===== src/sv/tft_pkg.sv =====
// shared types, constants and codes for the touch frame translator
package tft_pkg;

    // frame and packet geometry
    localparam int FRAME_LEN      = 4;
    localparam int OVERFLOW_LIMIT = 8;
    localparam int PACKET_LEN     = 6;

    localparam int CNT_W     = $clog2(OVERFLOW_LIMIT + 2);
    localparam int CAP_IDX_W = $clog2(FRAME_LEN);
    localparam int PKT_IDX_W = $clog2(PACKET_LEN);

    // job queue between front and back
    localparam int QUEUE_DEPTH = 4;
    localparam int QPTR_W      = $clog2(QUEUE_DEPTH);
    localparam int QCNT_W      = $clog2(QUEUE_DEPTH + 1);

    // field widths
    localparam int BYTE_W   = 8;
    localparam int SCALE_W  = 10;
    localparam int PROD_W   = BYTE_W + SCALE_W;
    localparam int FRAC_W   = 8;
    localparam int TIMER_W  = 8;

    // configuration port
    localparam int CFG_IDX_W  = 3;
    localparam int CFG_DATA_W = SCALE_W;

    localparam logic [CFG_IDX_W-1:0] REG_X_SCALE      = 3'd0;
    localparam logic [CFG_IDX_W-1:0] REG_Y_SCALE      = 3'd1;
    localparam logic [CFG_IDX_W-1:0] REG_Y_EXTENT     = 3'd2;
    localparam logic [CFG_IDX_W-1:0] REG_PROBE_PERIOD = 3'd3;
    localparam logic [CFG_IDX_W-1:0] REG_INIT_TIMEOUT = 3'd4;

    localparam logic [SCALE_W-1:0] X_SCALE_RST      = 10'd486;
    localparam logic [SCALE_W-1:0] Y_SCALE_RST      = 10'd448;
    localparam logic [BYTE_W-1:0]  Y_EXTENT_RST     = 8'd94;
    localparam logic [TIMER_W-1:0] PROBE_PERIOD_RST = 8'd30;
    localparam logic [TIMER_W-1:0] INIT_TIMEOUT_RST = 8'd36;

    // screen byte codes
    localparam logic [BYTE_W-1:0] CODE_TOUCH   = 8'hFE;
    localparam logic [BYTE_W-1:0] CODE_UNTOUCH = 8'hFD;
    localparam logic [BYTE_W-1:0] CODE_REPORT  = 8'hF4;
    localparam logic [BYTE_W-1:0] CODE_END     = 8'hFF;

    // host packet bytes
    localparam logic [BYTE_W-1:0] PKT_X_HI   = 8'hC0;
    localparam logic [BYTE_W-1:0] PKT_X_LO   = 8'h80;
    localparam logic [BYTE_W-1:0] PKT_Y_HI   = 8'h40;
    localparam logic [BYTE_W-1:0] PKT_LOW6   = 8'h3F;
    localparam logic [BYTE_W-1:0] PKT_ZERO   = 8'h00;
    localparam logic [BYTE_W-1:0] PKT_Z      = 8'h15;
    localparam logic [BYTE_W-1:0] BYTE_MAX   = 8'hFF;

    // input opcodes and output kinds
    localparam logic OP_BYTE     = 1'b0;
    localparam logic OP_TICK     = 1'b1;
    localparam logic KIND_PKT    = 1'b0;
    localparam logic KIND_STATUS = 1'b1;

    // job codes
    localparam logic [1:0] JOB_TICK    = 2'd0;
    localparam logic [1:0] JOB_TOUCH   = 2'd1;
    localparam logic [1:0] JOB_UNTOUCH = 2'd2;
    localparam logic [1:0] JOB_RESEND  = 2'd3;

    typedef struct packed {
        logic              opcode;
        logic [BYTE_W-1:0] rx_byte;
    } t_in;

    typedef struct packed {
        logic              kind;
        logic [BYTE_W-1:0] tx_byte;
        logic              last;
        logic              link_ok;
        logic              init_request;
        logic              probe_request;
    } t_out;

    typedef struct packed {
        logic [SCALE_W-1:0] x_scale;
        logic [SCALE_W-1:0] y_scale;
        logic [BYTE_W-1:0]  y_extent;
        logic [TIMER_W-1:0] probe_period;
        logic [TIMER_W-1:0] init_timeout;
    } t_cfg;

    typedef struct packed {
        logic [1:0]        op;
        logic              link_ok;
        logic              init_request;
        logic              probe_request;
        logic [BYTE_W-1:0] x_raw;
        logic [BYTE_W-1:0] y_flip;
    } t_job;

    typedef struct packed {
        logic full;
        logic empty;
    } t_qstat;

endpackage


===== src/sv/tft_front.sv =====
// front end: frame capture, classification, link timers, job generation
module tft_front (
    input  logic           i_clk,
    input  logic           i_rst_n,
    input  tft_pkg::t_cfg   i_cfg,
    input  logic           i_in_valid,
    output logic           o_in_stall,
    input  tft_pkg::t_in    i_in,
    input  tft_pkg::t_qstat i_qstat,
    output logic           o_push,
    output tft_pkg::t_job   o_job
);
    import tft_pkg::*;

    logic [CNT_W-1:0]   r_count, n_count;
    logic [BYTE_W-1:0]  r_cap [FRAME_LEN];
    logic [BYTE_W-1:0]  w_cap [FRAME_LEN];
    logic               r_in_frame, n_in_frame;
    logic               r_held, n_held;
    logic               r_link, n_link;
    logic               r_pend, n_pend;
    logic [TIMER_W-1:0] r_init_tmr, n_init_tmr;
    logic [TIMER_W-1:0] r_probe_tmr, n_probe_tmr;

    logic w_accept;
    logic w_capt;
    logic w_store;
    logic w_complete;
    logic w_ireq;
    logic w_preq;
    logic w_job_valid;
    logic [1:0] w_op;

    assign o_in_stall = i_qstat.full;
    assign w_accept   = i_in_valid && !i_qstat.full;

    assign w_capt  = (i_in.opcode == OP_BYTE) &&
                     (r_in_frame || i_in.rx_byte == CODE_TOUCH ||
                      i_in.rx_byte == CODE_UNTOUCH || i_in.rx_byte == CODE_REPORT);
    assign w_store = w_capt && (r_count < CNT_W'(FRAME_LEN));
    assign w_complete = w_capt && (r_count == CNT_W'(FRAME_LEN - 1)) &&
                        (i_in.rx_byte == CODE_END);

    always_comb begin
        for (int k = 0; k < FRAME_LEN; k++) begin
            w_cap[k] = (w_store && r_count[CAP_IDX_W-1:0] == CAP_IDX_W'(k)) ?
                       i_in.rx_byte : r_cap[k];
        end
    end

    always_comb begin
        n_count     = r_count;
        n_in_frame  = r_in_frame;
        n_held      = r_held;
        n_link      = r_link;
        n_pend      = r_pend;
        n_init_tmr  = r_init_tmr;
        n_probe_tmr = r_probe_tmr;
        w_ireq      = 1'b0;
        w_preq      = 1'b0;
        w_job_valid = 1'b0;
        w_op        = JOB_TICK;

        if (i_in.opcode == OP_TICK) begin
            w_job_valid = 1'b1;
            w_op        = JOB_TICK;
            if (!r_link) begin
                n_init_tmr = r_init_tmr + 1'b1;
                if (r_init_tmr > i_cfg.init_timeout) begin
                    n_init_tmr = '0;
                    w_ireq     = 1'b1;
                end
            end
            n_probe_tmr = r_probe_tmr + 1'b1;
            if (r_probe_tmr > i_cfg.probe_period && !r_in_frame) begin
                n_probe_tmr = '0;
                n_link      = 1'b0;
                w_preq      = 1'b1;
            end
            // a pending init request is handed off by this status beat
            w_ireq = w_ireq || r_pend;
            n_pend = 1'b0;
        end else begin
            if (w_capt) begin
                n_in_frame = 1'b1;
                n_count    = r_count + 1'b1;
            end
            if (w_complete) begin
                n_count    = '0;
                n_in_frame = 1'b0;
                case (w_cap[0])
                    CODE_TOUCH: begin
                        n_held      = 1'b1;
                        w_job_valid = 1'b1;
                        w_op        = JOB_TOUCH;
                    end
                    CODE_UNTOUCH: begin
                        n_held      = 1'b0;
                        w_job_valid = 1'b1;
                        w_op        = JOB_UNTOUCH;
                    end
                    CODE_REPORT: begin
                        if (r_held) begin
                            w_job_valid = 1'b1;
                            w_op        = JOB_RESEND;
                        end else begin
                            n_link     = 1'b1;
                            n_pend     = 1'b0;
                            n_init_tmr = '0;
                        end
                    end
                    default: begin
                        w_job_valid = r_held;
                        w_op        = JOB_RESEND;
                    end
                endcase
            end
            // frame never closed
            if (n_count > CNT_W'(OVERFLOW_LIMIT)) begin
                n_count    = '0;
                n_in_frame = 1'b0;
                n_held     = 1'b0;
            end
        end
    end

    assign o_push = w_accept && w_job_valid;

    always_comb begin
        o_job.op            = w_op;
        o_job.link_ok       = n_link;
        o_job.init_request  = w_ireq;
        o_job.probe_request = w_preq;
        o_job.x_raw         = w_cap[1];
        o_job.y_flip        = i_cfg.y_extent - w_cap[2];
    end

    always_ff @(posedge i_clk) begin
        if (!i_rst_n) begin
            r_count     <= '0;
            r_in_frame  <= 1'b0;
            r_held      <= 1'b0;
            r_link      <= 1'b0;
            r_pend      <= 1'b0;
            r_init_tmr  <= '0;
            r_probe_tmr <= '0;
        end else if (w_accept) begin
            r_count     <= n_count;
            r_in_frame  <= n_in_frame;
            r_held      <= n_held;
            r_link      <= n_link;
            r_pend      <= n_pend;
            r_init_tmr  <= n_init_tmr;
            r_probe_tmr <= n_probe_tmr;
        end
    end

    always_ff @(posedge i_clk) begin
        if (w_accept) begin
            r_cap <= w_cap;
        end
    end

endmodule


===== src/sv/tft_queue.sv =====
// short job queue between the front and back ends
module tft_queue (
    input  logic            i_clk,
    input  logic            i_rst_n,
    input  logic            i_push,
    input  tft_pkg::t_job    i_job,
    input  logic            i_pop,
    output tft_pkg::t_job    o_job,
    output tft_pkg::t_qstat  o_stat
);
    import tft_pkg::*;

    t_job              r_q [QUEUE_DEPTH];
    logic [QPTR_W-1:0] r_wr, r_rd;
    logic [QCNT_W-1:0] r_cnt;

    function automatic logic [QPTR_W-1:0] ptr_inc(input logic [QPTR_W-1:0] p);
        logic [QPTR_W-1:0] r;
        r = (p == QPTR_W'(QUEUE_DEPTH - 1)) ? '0 : p + 1'b1;
        return r;
    endfunction

    assign o_job        = r_q[r_rd];
    assign o_stat.full  = (r_cnt == QCNT_W'(QUEUE_DEPTH));
    assign o_stat.empty = (r_cnt == '0);

    always_ff @(posedge i_clk) begin
        if (!i_rst_n) begin
            r_wr  <= '0;
            r_rd  <= '0;
            r_cnt <= '0;
        end else begin
            if (i_push) begin
                r_wr <= ptr_inc(r_wr);
            end
            if (i_pop) begin
                r_rd <= ptr_inc(r_rd);
            end
            if (i_push && !i_pop) begin
                r_cnt <= r_cnt + 1'b1;
            end else if (i_pop && !i_push) begin
                r_cnt <= r_cnt - 1'b1;
            end
        end
    end

    always_ff @(posedge i_clk) begin
        if (i_push) begin
            r_q[r_wr] <= i_job;
        end
    end

endmodule


===== src/sv/tft_back.sv =====
// back end: scaling, host packet build and byte serializer
module tft_back (
    input  logic            i_clk,
    input  logic            i_rst_n,
    input  tft_pkg::t_cfg    i_cfg,
    input  tft_pkg::t_job    i_job,
    input  tft_pkg::t_qstat  i_qstat,
    output logic            o_pop,
    output logic            o_out_valid,
    input  logic            i_out_stall,
    output tft_pkg::t_out    o_out
);
    import tft_pkg::*;

    localparam logic [1:0] ST_IDLE = 2'd0;
    localparam logic [1:0] ST_CALC = 2'd1;
    localparam logic [1:0] ST_EMIT = 2'd2;

    logic [1:0]           r_st, n_st;
    logic [PKT_IDX_W-1:0] r_idx, n_idx;
    logic                 r_ov, n_ov;
    t_out                 r_out, n_out;
    logic                 r_link, n_link;
    logic [BYTE_W-1:0]    r_pkt [PACKET_LEN];
    logic [BYTE_W-1:0]    n_pkt [PACKET_LEN];
    logic [PROD_W-1:0]    r_px, n_px;
    logic [PROD_W-1:0]    r_py, n_py;

    logic              w_out_free;
    logic [BYTE_W-1:0] w_x, w_y;

    // truncate the Q10.8 product of a byte and a Q2.8 scale and clamp to one byte
    assign w_x = (r_px[PROD_W-1:FRAC_W+BYTE_W] != '0) ? BYTE_MAX :
                 r_px[FRAC_W+BYTE_W-1:FRAC_W];
    assign w_y = (r_py[PROD_W-1:FRAC_W+BYTE_W] != '0) ? BYTE_MAX :
                 r_py[FRAC_W+BYTE_W-1:FRAC_W];

    assign w_out_free = !r_ov || !i_out_stall;

    always_comb begin
        n_st   = r_st;
        n_idx  = r_idx;
        n_ov   = r_ov;
        n_out  = r_out;
        n_link = r_link;
        n_pkt  = r_pkt;
        n_px   = r_px;
        n_py   = r_py;
        o_pop  = 1'b0;

        if (r_ov && !i_out_stall) begin
            n_ov = 1'b0;
        end

        case (r_st)
            ST_IDLE: begin
                if (!i_qstat.empty) begin
                    n_link = i_job.link_ok;
                    n_idx  = '0;
                    case (i_job.op)
                        JOB_TICK: begin
                            if (w_out_free) begin
                                o_pop               = 1'b1;
                                n_ov                = 1'b1;
                                n_out.kind          = KIND_STATUS;
                                n_out.tx_byte       = PKT_ZERO;
                                n_out.last          = 1'b1;
                                n_out.link_ok       = i_job.link_ok;
                                n_out.init_request  = i_job.init_request;
                                n_out.probe_request = i_job.probe_request;
                            end
                        end
                        JOB_TOUCH: begin
                            o_pop = 1'b1;
                            n_px  = PROD_W'(i_job.x_raw) * PROD_W'(i_cfg.x_scale);
                            n_py  = PROD_W'(i_job.y_flip) * PROD_W'(i_cfg.y_scale);
                            n_st  = ST_CALC;
                        end
                        JOB_UNTOUCH: begin
                            o_pop    = 1'b1;
                            n_pkt[0] = PKT_X_HI;
                            n_pkt[1] = PKT_X_LO;
                            n_pkt[2] = PKT_Y_HI;
                            n_pkt[3] = PKT_ZERO;
                            n_pkt[4] = PKT_ZERO;
                            n_pkt[5] = PKT_ZERO;
                            n_st     = ST_EMIT;
                        end
                        default: begin
                            // held touch: resend stored packet
                            o_pop = 1'b1;
                            n_st  = ST_EMIT;
                        end
                    endcase
                end
            end
            ST_CALC: begin
                n_pkt[0] = PKT_X_HI | {6'b0, w_x[7:6]};
                n_pkt[1] = PKT_X_LO | (w_x & PKT_LOW6);
                n_pkt[2] = PKT_Y_HI | {6'b0, w_y[7:6]};
                n_pkt[3] = w_y & PKT_LOW6;
                n_pkt[4] = PKT_ZERO;
                n_pkt[5] = PKT_Z;
                n_st     = ST_EMIT;
            end
            ST_EMIT: begin
                if (w_out_free) begin
                    n_ov                = 1'b1;
                    n_out.kind          = KIND_PKT;
                    n_out.tx_byte       = r_pkt[r_idx];
                    n_out.last          = (r_idx == PKT_IDX_W'(PACKET_LEN - 1));
                    n_out.link_ok       = r_link;
                    n_out.init_request  = 1'b0;
                    n_out.probe_request = 1'b0;
                    if (r_idx == PKT_IDX_W'(PACKET_LEN - 1)) begin
                        n_st = ST_IDLE;
                    end else begin
                        n_idx = r_idx + 1'b1;
                    end
                end
            end
            default: begin
                n_st = ST_IDLE;
            end
        endcase
    end

    assign o_out_valid = r_ov;
    assign o_out       = r_out;

    always_ff @(posedge i_clk) begin
        if (!i_rst_n) begin
            r_st  <= ST_IDLE;
            r_idx <= '0;
            r_ov  <= 1'b0;
        end else begin
            r_st  <= n_st;
            r_idx <= n_idx;
            r_ov  <= n_ov;
        end
    end

    always_ff @(posedge i_clk) begin
        r_out  <= n_out;
        r_link <= n_link;
        r_pkt  <= n_pkt;
        r_px   <= n_px;
        r_py   <= n_py;
    end

endmodule


===== src/sv/touch_frame_translator_top.sv =====
// top level of the touch frame translator: config registers, front, queue, back
//
// Input channel (i_in_valid / o_in_stall / i_in): one beat is either a byte
// from the touchscreen controller or a one-second tick. The front end takes a
// beat in every cycle unless its four-entry job queue is full.
// Output channel (o_out_valid / i_out_stall / o_out): a tick gives one status
// beat; a completed touch, untouch or held-touch frame gives six packet beats,
// the sixth marked last.
// Path: a tick status beat passes the queue and the output register. A resend
// or untouch packet's first byte passes the queue, the packet registers and the
// output register; a touch packet's first byte also passes the product registers.
// The serializer then sends one byte per cycle unless the receiver stalls; the
// back end takes the next job only after the last byte of a packet.
// When the receiver stalls, the output register holds its beat; jobs gather in
// the queue and the input stalls only once the queue is full.
// Configuration writes (i_cfg_we) take effect at once and are expected only
// while the block is idle.
// Reset (i_rst_n low, synchronous) clears the capture, hold, link and timer
// state, empties the queue and loads the configuration defaults.
module touch_frame_translator_top (
    input  logic                              i_clk,
    input  logic                              i_rst_n,
    input  logic                              i_in_valid,
    output logic                              o_in_stall,
    input  tft_pkg::t_in                       i_in,
    output logic                              o_out_valid,
    input  logic                              i_out_stall,
    output tft_pkg::t_out                      o_out,
    input  logic                              i_cfg_we,
    input  logic [tft_pkg::CFG_IDX_W-1:0]      i_cfg_idx,
    input  logic [tft_pkg::CFG_DATA_W-1:0]     i_cfg_data
);
    import tft_pkg::*;

    t_cfg   r_cfg;
    t_job   w_push_job, w_head_job;
    t_qstat w_qstat;
    logic   w_push, w_pop;

    always_ff @(posedge i_clk) begin
        if (!i_rst_n) begin
            r_cfg.x_scale      <= X_SCALE_RST;
            r_cfg.y_scale      <= Y_SCALE_RST;
            r_cfg.y_extent     <= Y_EXTENT_RST;
            r_cfg.probe_period <= PROBE_PERIOD_RST;
            r_cfg.init_timeout <= INIT_TIMEOUT_RST;
        end else if (i_cfg_we) begin
            case (i_cfg_idx)
                REG_X_SCALE:      r_cfg.x_scale      <= i_cfg_data;
                REG_Y_SCALE:      r_cfg.y_scale      <= i_cfg_data;
                REG_Y_EXTENT:     r_cfg.y_extent     <= i_cfg_data[BYTE_W-1:0];
                REG_PROBE_PERIOD: r_cfg.probe_period <= i_cfg_data[TIMER_W-1:0];
                REG_INIT_TIMEOUT: r_cfg.init_timeout <= i_cfg_data[TIMER_W-1:0];
                default: begin
                end
            endcase
        end
    end

    tft_front u_front (
        .i_clk      (i_clk),
        .i_rst_n    (i_rst_n),
        .i_cfg      (r_cfg),
        .i_in_valid (i_in_valid),
        .o_in_stall (o_in_stall),
        .i_in       (i_in),
        .i_qstat    (w_qstat),
        .o_push     (w_push),
        .o_job      (w_push_job)
    );

    tft_queue u_queue (
        .i_clk   (i_clk),
        .i_rst_n (i_rst_n),
        .i_push  (w_push),
        .i_job   (w_push_job),
        .i_pop   (w_pop),
        .o_job   (w_head_job),
        .o_stat  (w_qstat)
    );

    tft_back u_back (
        .i_clk       (i_clk),
        .i_rst_n     (i_rst_n),
        .i_cfg       (r_cfg),
        .i_job       (w_head_job),
        .i_qstat     (w_qstat),
        .o_pop       (w_pop),
        .o_out_valid (o_out_valid),
        .i_out_stall (i_out_stall),
        .o_out       (o_out)
    );

`ifndef SYNTH
    a_no_push_full: assert property (@(posedge i_clk) disable iff (!i_rst_n)
        w_push |-> !w_qstat.full)
        else $error("job pushed into full queue");

    a_no_pop_empty: assert property (@(posedge i_clk) disable iff (!i_rst_n)
        w_pop |-> !w_qstat.empty)
        else $error("job popped from empty queue");

    a_pkt_no_flags: assert property (@(posedge i_clk) disable iff (!i_rst_n)
        (o_out_valid && o_out.kind == KIND_PKT) |->
            (!o_out.init_request && !o_out.probe_request))
        else $error("packet beat carries status flags");
`endif

endmodule


===== config.mk =====
export PLATFORM = sky130hd
export DESIGN_NAME = touch_frame_translator_top
export DESIGN_NICKNAME = d
export VERILOG_FILES = /design/src/sv/tft_pkg.sv /design/src/sv/tft_front.sv /design/src/sv/tft_queue.sv /design/src/sv/tft_back.sv /design/src/sv/touch_frame_translator_top.sv
export SDC_FILE = /design/constraint.sdc
export NUM_CORES = 1
export LEC_CHECK = 0
export BUFFER_PORTS_ARGS = -buffer_cell sky130_fd_sc_hd__buf_2
export CORE_MARGIN = 3
export CORE_UTILIZATION = 23
export CTS_BUF_LIST = sky130_fd_sc_hd__clkbuf_4 sky130_fd_sc_hd__clkbuf_8 sky130_fd_sc_hd__clkbuf_16
export CTS_CLUSTER_SIZE = 10
export DETAILED_ROUTE_END_ITERATION = 10
export HOLD_SLACK_MARGIN = 0.12
export PLACE_DENSITY_LB_ADDON = 0.3
export SETUP_SLACK_MARGIN = 0.3
export SYNTH_ARGS = -nofsm -noshare
export SYNTH_HDL_FRONTEND = slang
export SYNTH_SLANG_ARGS = --single-unit

===== constraint.sdc =====
create_clock -name i_clk -period 11 [get_ports i_clk]
set_clock_uncertainty 0.1 [all_clocks]
set_input_delay 0.55 -clock i_clk [delete_from_list [all_inputs] [get_ports i_clk]]
set_output_delay 0.55 -clock i_clk [all_outputs]
set_load 0.05 [all_outputs]

**Yosys cells after proc, flatten, opt, wreduce, memory -nomap -nowiden**

Memories as Yosys holds them, arrays and structs flattened. A register that Yosys moved wholly into a read port is not among the register bits.
Cells that the tools add are included.

- Add/sub/neg operators: 9
- Bitwise gates (word level): 3
- Eq/ne operators: 32
- Muxes and demuxes: 82
- Multiply operators: 2
- Reduce and logical (&&, ||, !) cells: 57
- $lt $le $gt $ge: 5

Operator list:

| cell | count |
|---|---|
| two-way mux 8 bit | 14 |
| two-way mux 48 bit | 2 |
| one-hot mux 48 bit (2 select lines) | 1 |
| == test 8 bit (second input constant) | 7 |
| two-way mux 13 bit | 4 |
| multiplier 8 x 10 -> 18 bit | 2 |
| two-way mux 1 bit | 33 |
| one-hot mux 13 bit (2 select lines) | 1 |
| binary-select mux 8 bit (select 3 bit) | 1 |
| two-way mux 2 bit | 10 |
| adder 8 x 1 -> 8 bit (second input constant) | 2 |
| greater-than comparator 8 bit | 2 |
| two-way mux 4 bit | 4 |
| AND reduction 2 bit | 8 |
| AND reduction 4 bit | 4 |
| nonzero test 2 bit | 8 |
| two-way mux 3 bit | 5 |
| != test 2 bit (second input constant) | 7 |
| logical AND 1 bit | 13 |
| one-hot mux 2 bit (3 select lines) | 2 |
| == test 2 bit (second input constant) | 5 |
| AND reduction 5 bit | 2 |
| == test 3 bit (second input constant) | 3 |
| AND reduction 3 bit | 3 |
| 24 further kinds | 47 |

- Memories kept: 1
- Bits of input ports: 27
- Register bits: 203
- RAM bits: 84

Memory list:

| name | depth | bits a word | rd ports | clocked after memory_dff | wr ports | RTL line | source |
|---|---|---|---|---|---|---|---|
| u_queue.r_q | 4 | 21 | 1 | 1 | 1 | tft_queue.sv:13 | `t_job r_q [QUEUE_DEPTH];` |

**Depth between registers and ports, before layout**

- Word-level depth: 18
- Mapped depth: 21
- Gate-level depth less buffers: 18

**Cells and area by module**

Synthesis repeated with hierarchy kept, for this count alone.

- Cells, all modules: 1,419
- Area, all modules: 15,969.1 um^2

Modules (own cells, without submodules):

| module | instances | sequential area each (um^2) | cells an instance | area an instance (um^2) |
|---|---|---|---|---|
| tft_back | 1 | 1,651.6 | 702 | 7,080.5 |
| tft_front | 1 | 1,181.1 | 398 | 3,664.8 |
| tft_queue | 1 | 2,702.6 | 153 | 3,489.6 |
| touch_frame_translator_top | 1 | 880.8 | 166 | 1,734.2 |

**Worst setup path before layout**

Ideal clock, no wire load.

- Path type: reg2reg
- Start: reg (tool-made name)
- End: reg u_back.r_py[16], data pin
- Arrival: 5.180 ns
- Slack: 5.462 ns
- Data required time: 10.642 ns
- Library setup time: 0.258 ns
- Stages on the path, launching flop included: 20
- Buffers on the path: 3
- Cell sequence: dfxtp_1 > buf_2 > clkbuf_1 > clkbuf_1 > mux4_2 > and2_1 > fa_1 > fa_1 > fa_1 > inv_1 > fa_1 > inv_1 > ha_1 > and2_1 > a22oi_1 > a31oi_1 > a41oi_1 > nand2b_1 > a21oi_1 > xnor2_1

RTL lines:

| what | RTL line | source |
|---|---|---|
| end signal, assigned | tft_back.sv:148 | `r_py <= n_py;` |
| end, declared | tft_back.sv:27 | `logic [PROD_W-1:0] r_py, n_py;` |

==> flow_metrics.env <==
export IMPL_ys_types=69
export IMPL_tns_ns=0
export IMPL_r2r_slack_ns=4.82
export IMPL_fin_nets=1643
export IMPL_drc=0
export IMPL_fmax_mhz=162
export IMPL_synth_xor_area_share_pct=2.45
export IMPL_synthMuxAreaShare_pct=5.87
export IMPL_start_util_pct=23.5
export IMPL_synth_compound_area_share_pct=7.30
export IMPL_leakage_nw=6.95
export IMPL_holdBufCountCts=0
export IMPL_rsz0062_at_grt="no"
export IMPL_slowest_stage="dfxtp_1"
export IMPL_synth_edf_count=159
export IMPL_wire_per_inst_um=14.8
export IMPL_regArea_mm2=0.00642
export IMPL_fillCellCount=6844
export IMPL_postLayoutSetupSlackWorst_ns=4.82
export IMPL_drv_cap=0
export IMPL_num_vias=9743
export IMPL_min_path_cells=3
export IMPL_critical_path_arrival_ns=6.39
export IMPL_post_cts_buffers=0
export IMPL_path_class="register to register"
export IMPL_dp_hpwl_um=25500
export IMPL_r2r_end="u_back.r_py[16]"
export IMPL_die_w_um=264
export IMPL_worst_slew_pin_slew_ns=1.05
export IMPL_pwr_density_cell_mw_per_mm2=317
export IMPL_overflow=0
export IMPL_avgSynthCellArea_um2=11.2
export IMPL_ys_warn_count=0
export IMPL_io_buffer_count=41
export IMPL_grt_pass1_wl_um=55700
export IMPL_start_kind="register"
export IMPL_pre_cts_slack_ns=4.71
export IMPL_cts_root_buf="clkbuf_16"
export IMPL_gp_congestion=0.798
export IMPL_synth_top_family_by_area="adder cells"
export IMPL_drt_iter0_drc=499
export IMPL_cts_clk_slew_worst_paths_ns=0.06
export IMPL_clock_path_buffers=3
export IMPL_ys_async_sr_fraction_pct=0
export IMPL_crit_fanout=12
export IMPL_status="completed"
export IMPL_slew_headroom_pct=29.8
export IMPL_antenna_found_initial=4
export IMPL_cts_resized_gates=0
export IMPL_seq_area_frac_synth_pct=42.0
export IMPL_grt_max_degree=78
export IMPL_num_rows=93
export IMPL_syn2layout_area_growth_pct=13.7
export IMPL_yosys_area_share_simple_pct=16.2
export IMPL_yosysTopAreaCell="edfxtp_1"
export IMPL_drv_slew=0
export IMPL_dr_pass1_iters=4
export IMPL_syn_inst=1368
export IMPL_grt_usage_pct=9.80
export IMPL_vias_per_cell=4.26
export IMPL_cp_required_ns=11.21
export IMPL_fin_crit_ns=6.18
export IMPL_final_hold_viol_count=0
export IMPL_antennaDiodeCount=0
export IMPL_clock_sinks=241
export IMPL_clock_latency_ns=0.56
export IMPL_crit_top_cell="fa_1"
export IMPL_setup_viol=0
export IMPL_r2r_worst_path_cells=17
export IMPL_cts_buffers=29
export IMPL_cp_end_kind="register"
export IMPL_cts_tree="yes"
export IMPL_cp_cell_sequence="buf_4 > mux4_2 > and2_1 > fa_1 > fa_1 > fa_1 > inv_1 > fa_1 > inv_1 > ha_1 > and2_1 > a22oi_1 > a31oi_1 > a41oi_1 > nand2b_1 > a21oi_1 > xnor2_1"
export IMPL_synth_top_flop_cell="edfxtp_1"
export IMPL_synthTopCellsByArea="edfxtp_1 31%, fa_1 13%, dfxtp_1 11%"
export IMPL_synth_cell_area_mm2=0.0153
export IMPL_min_from="i_cfg_data[8]"
export IMPL_min_to="r_cfg[32]"
export IMPL_cp_slowest_stage_delay_ns=0.84
export IMPL_multiInputGateArea_mm2=0.00816
export IMPL_ioPinCount=42
export IMPL_synth_adder_area_share_pct=21.5
export IMPL_synth_seq_cells=241
export IMPL_final_antenna_net_count=0
export IMPL_layout_drive_gt1_share_pct=11.4
export IMPL_synth_nets=1600
export IMPL_synth_top_area_share_pct=31.2
export IMPL_htreeDepth=1
export IMPL_fin_crit_sh_pct=56.2
export IMPL_hold_class="input pin to register"
export IMPL_dieHeight_um=264
export IMPL_grt_pass1_vias=10161
export IMPL_wl_um=33900
export IMPL_vdd_ir_drop_max_mv=0.209
export IMPL_die_area_mm2=0.0696
export IMPL_coreArea_mm2=0.0652
cell type report:
class	instances	share of cell area (%)
multi-input combinational	947	46.9
sequential	241	36.9
clock buffer	49	5.14
inverter	140	3.02
timing repair buffer	52	1.65
tap	855	6.15
clock inverter	4	0.209
critical path: cells and delay by family (launching register included):
| family | cells | cell delay (ns) |
|---|---|---|
| adder cells (fa/ha/maj) | 5 | 2.30 |
| AO/OA/AOI/OAI | 4 | 0.96 |
| flip-flops | 1 | 0.84 |
| multiplexers | 1 | 0.65 |
| AND/OR/NAND/NOR | 3 | 0.51 |
| buffers and inverters | 3 | 0.48 |
| XOR/XNOR | 1 | 0.08 |
layer usage:
layer / global-route usage, % / vias up / part of all wire [%]
li1: - / 4771 / -
met1: 13.5 / 4804 / 49
met2: 16.2 / 124 / 46
met3: 1.65 / 44 / 3.1
met4: 2.07 / 0 / 1.7
met5: 0 / - / 0
placed cells by master (no fill, tap or decap), types with 14 or more instances in the layout:
| cell | synthesis | routed |
|---|---|---|
| xor2_1 | 19 | 19 |
| nor2b_1 | 21 | 20 |
| clkbuf_16 | 0 | 29 |
| mux2_2 | 15 | 15 |
| buf_2 | 4 | 41 |
| and2_1 | 127 | 127 |
| dfxtp_1 | 82 | 82 |
| inv_1 | 139 | 139 |
| nand3_1 | 35 | 35 |
| edfxtp_1 | 159 | 159 |
| nor3_1 | 15 | 15 |
| and3_1 | 14 | 14 |
| a21oi_1 | 25 | 25 |
| nand2_1 | 173 | 173 |
| mux4_2 | 21 | 21 |
| fa_1 | 96 | 96 |
| xnor2_1 | 18 | 18 |
| clkbuf_4 | 0 | 17 |
| a21boi_0 | 32 | 32 |
| ha_1 | 109 | 109 |
| nor2_1 | 44 | 44 |
| o21a_1 | 21 | 21 |
| o21ai_0 | 21 | 21 |
| mux2i_1 | 24 | 24 |
cell usage after synthesis (all sizes together), types with 18 or more instances:
master / instances
a21boi: 32
a21oi: 27
and2: 128
clkbuf: 24
dfxtp: 82
edfxtp: 159
fa: 96
ha: 109
inv: 139
mux2i: 24
mux4: 21
nand2: 174
nand3: 37
nor2: 45
nor2b: 21
o21a: 21
o21ai: 24
xnor2: 18
xor2: 20
state kept, by name, summed over array words and instances, names as in the netlist, 2 cells and up, named ones only:
signal               cells
u_front.r_probe_tmr      8
u_back.r_py             10
u_queue.r_cnt            3
u_front.r_cap           24
u_front.r_init_tmr       8
u_front.r_count          4
u_back.r_px             10
u_queue.r_rd             2
u_back.r_pkt            17
u_back.r_idx             3
u_queue.r_wr             2
u_queue.r_q             84
u_back.o_out            13
r_cfg                   44
u_back.r_st              2
metrics by stage:
stage	area [um^2]	std cells	utilization (%)	total power, mW	hold WS (ns)
finish	17400	2288	26.7	5.51	0.224
CTS	17400	2288	26.7	5.62	0.196
global placement	16500	2235	25.3	4.62	0.353
detailed placement	16500	2235	25.3	4.65	0.368
floorplan	15300	1368	-	3.97	0.343
global route	17400	2288	26.7	6.16	0.206
report_power, final:
part	total (mW)	switching, mW	internal (mW)
sequential	1.38	0.0659	1.32
combinational	3.20	1.80	1.40
clock	0.923	0.369	0.554
kinds of logic (layout without fill, tap and decap cells):
family / count (synthesis) / count (layout)
muxes: 61 / 61
adders and majority gates: 205 / 205
xor gates and xnor gates: 39 / 39
AOI/OAI and AO/OA: 159 / 159
and+or+nand+nor: 483 / 483
DFF: 241 / 241
buffers and inverters: 180 / 245
how the worst max path moves through the flow:
stage	from	endpoint	slack, ns	cells past startpoint
global placement	register	u_back.r_py[16]	4.79	18
CTS	register	u_back.r_py[16]	4.70	17
floorplan	register	u_back.r_py[16]	5.46	19
finish	register	u_back.r_py[16]	4.82	17
detailed placement	register	u_back.r_py[16]	4.71	18
global route	register	u_back.r_py[16]	4.36	16
(Power assumes the default switching activity.)
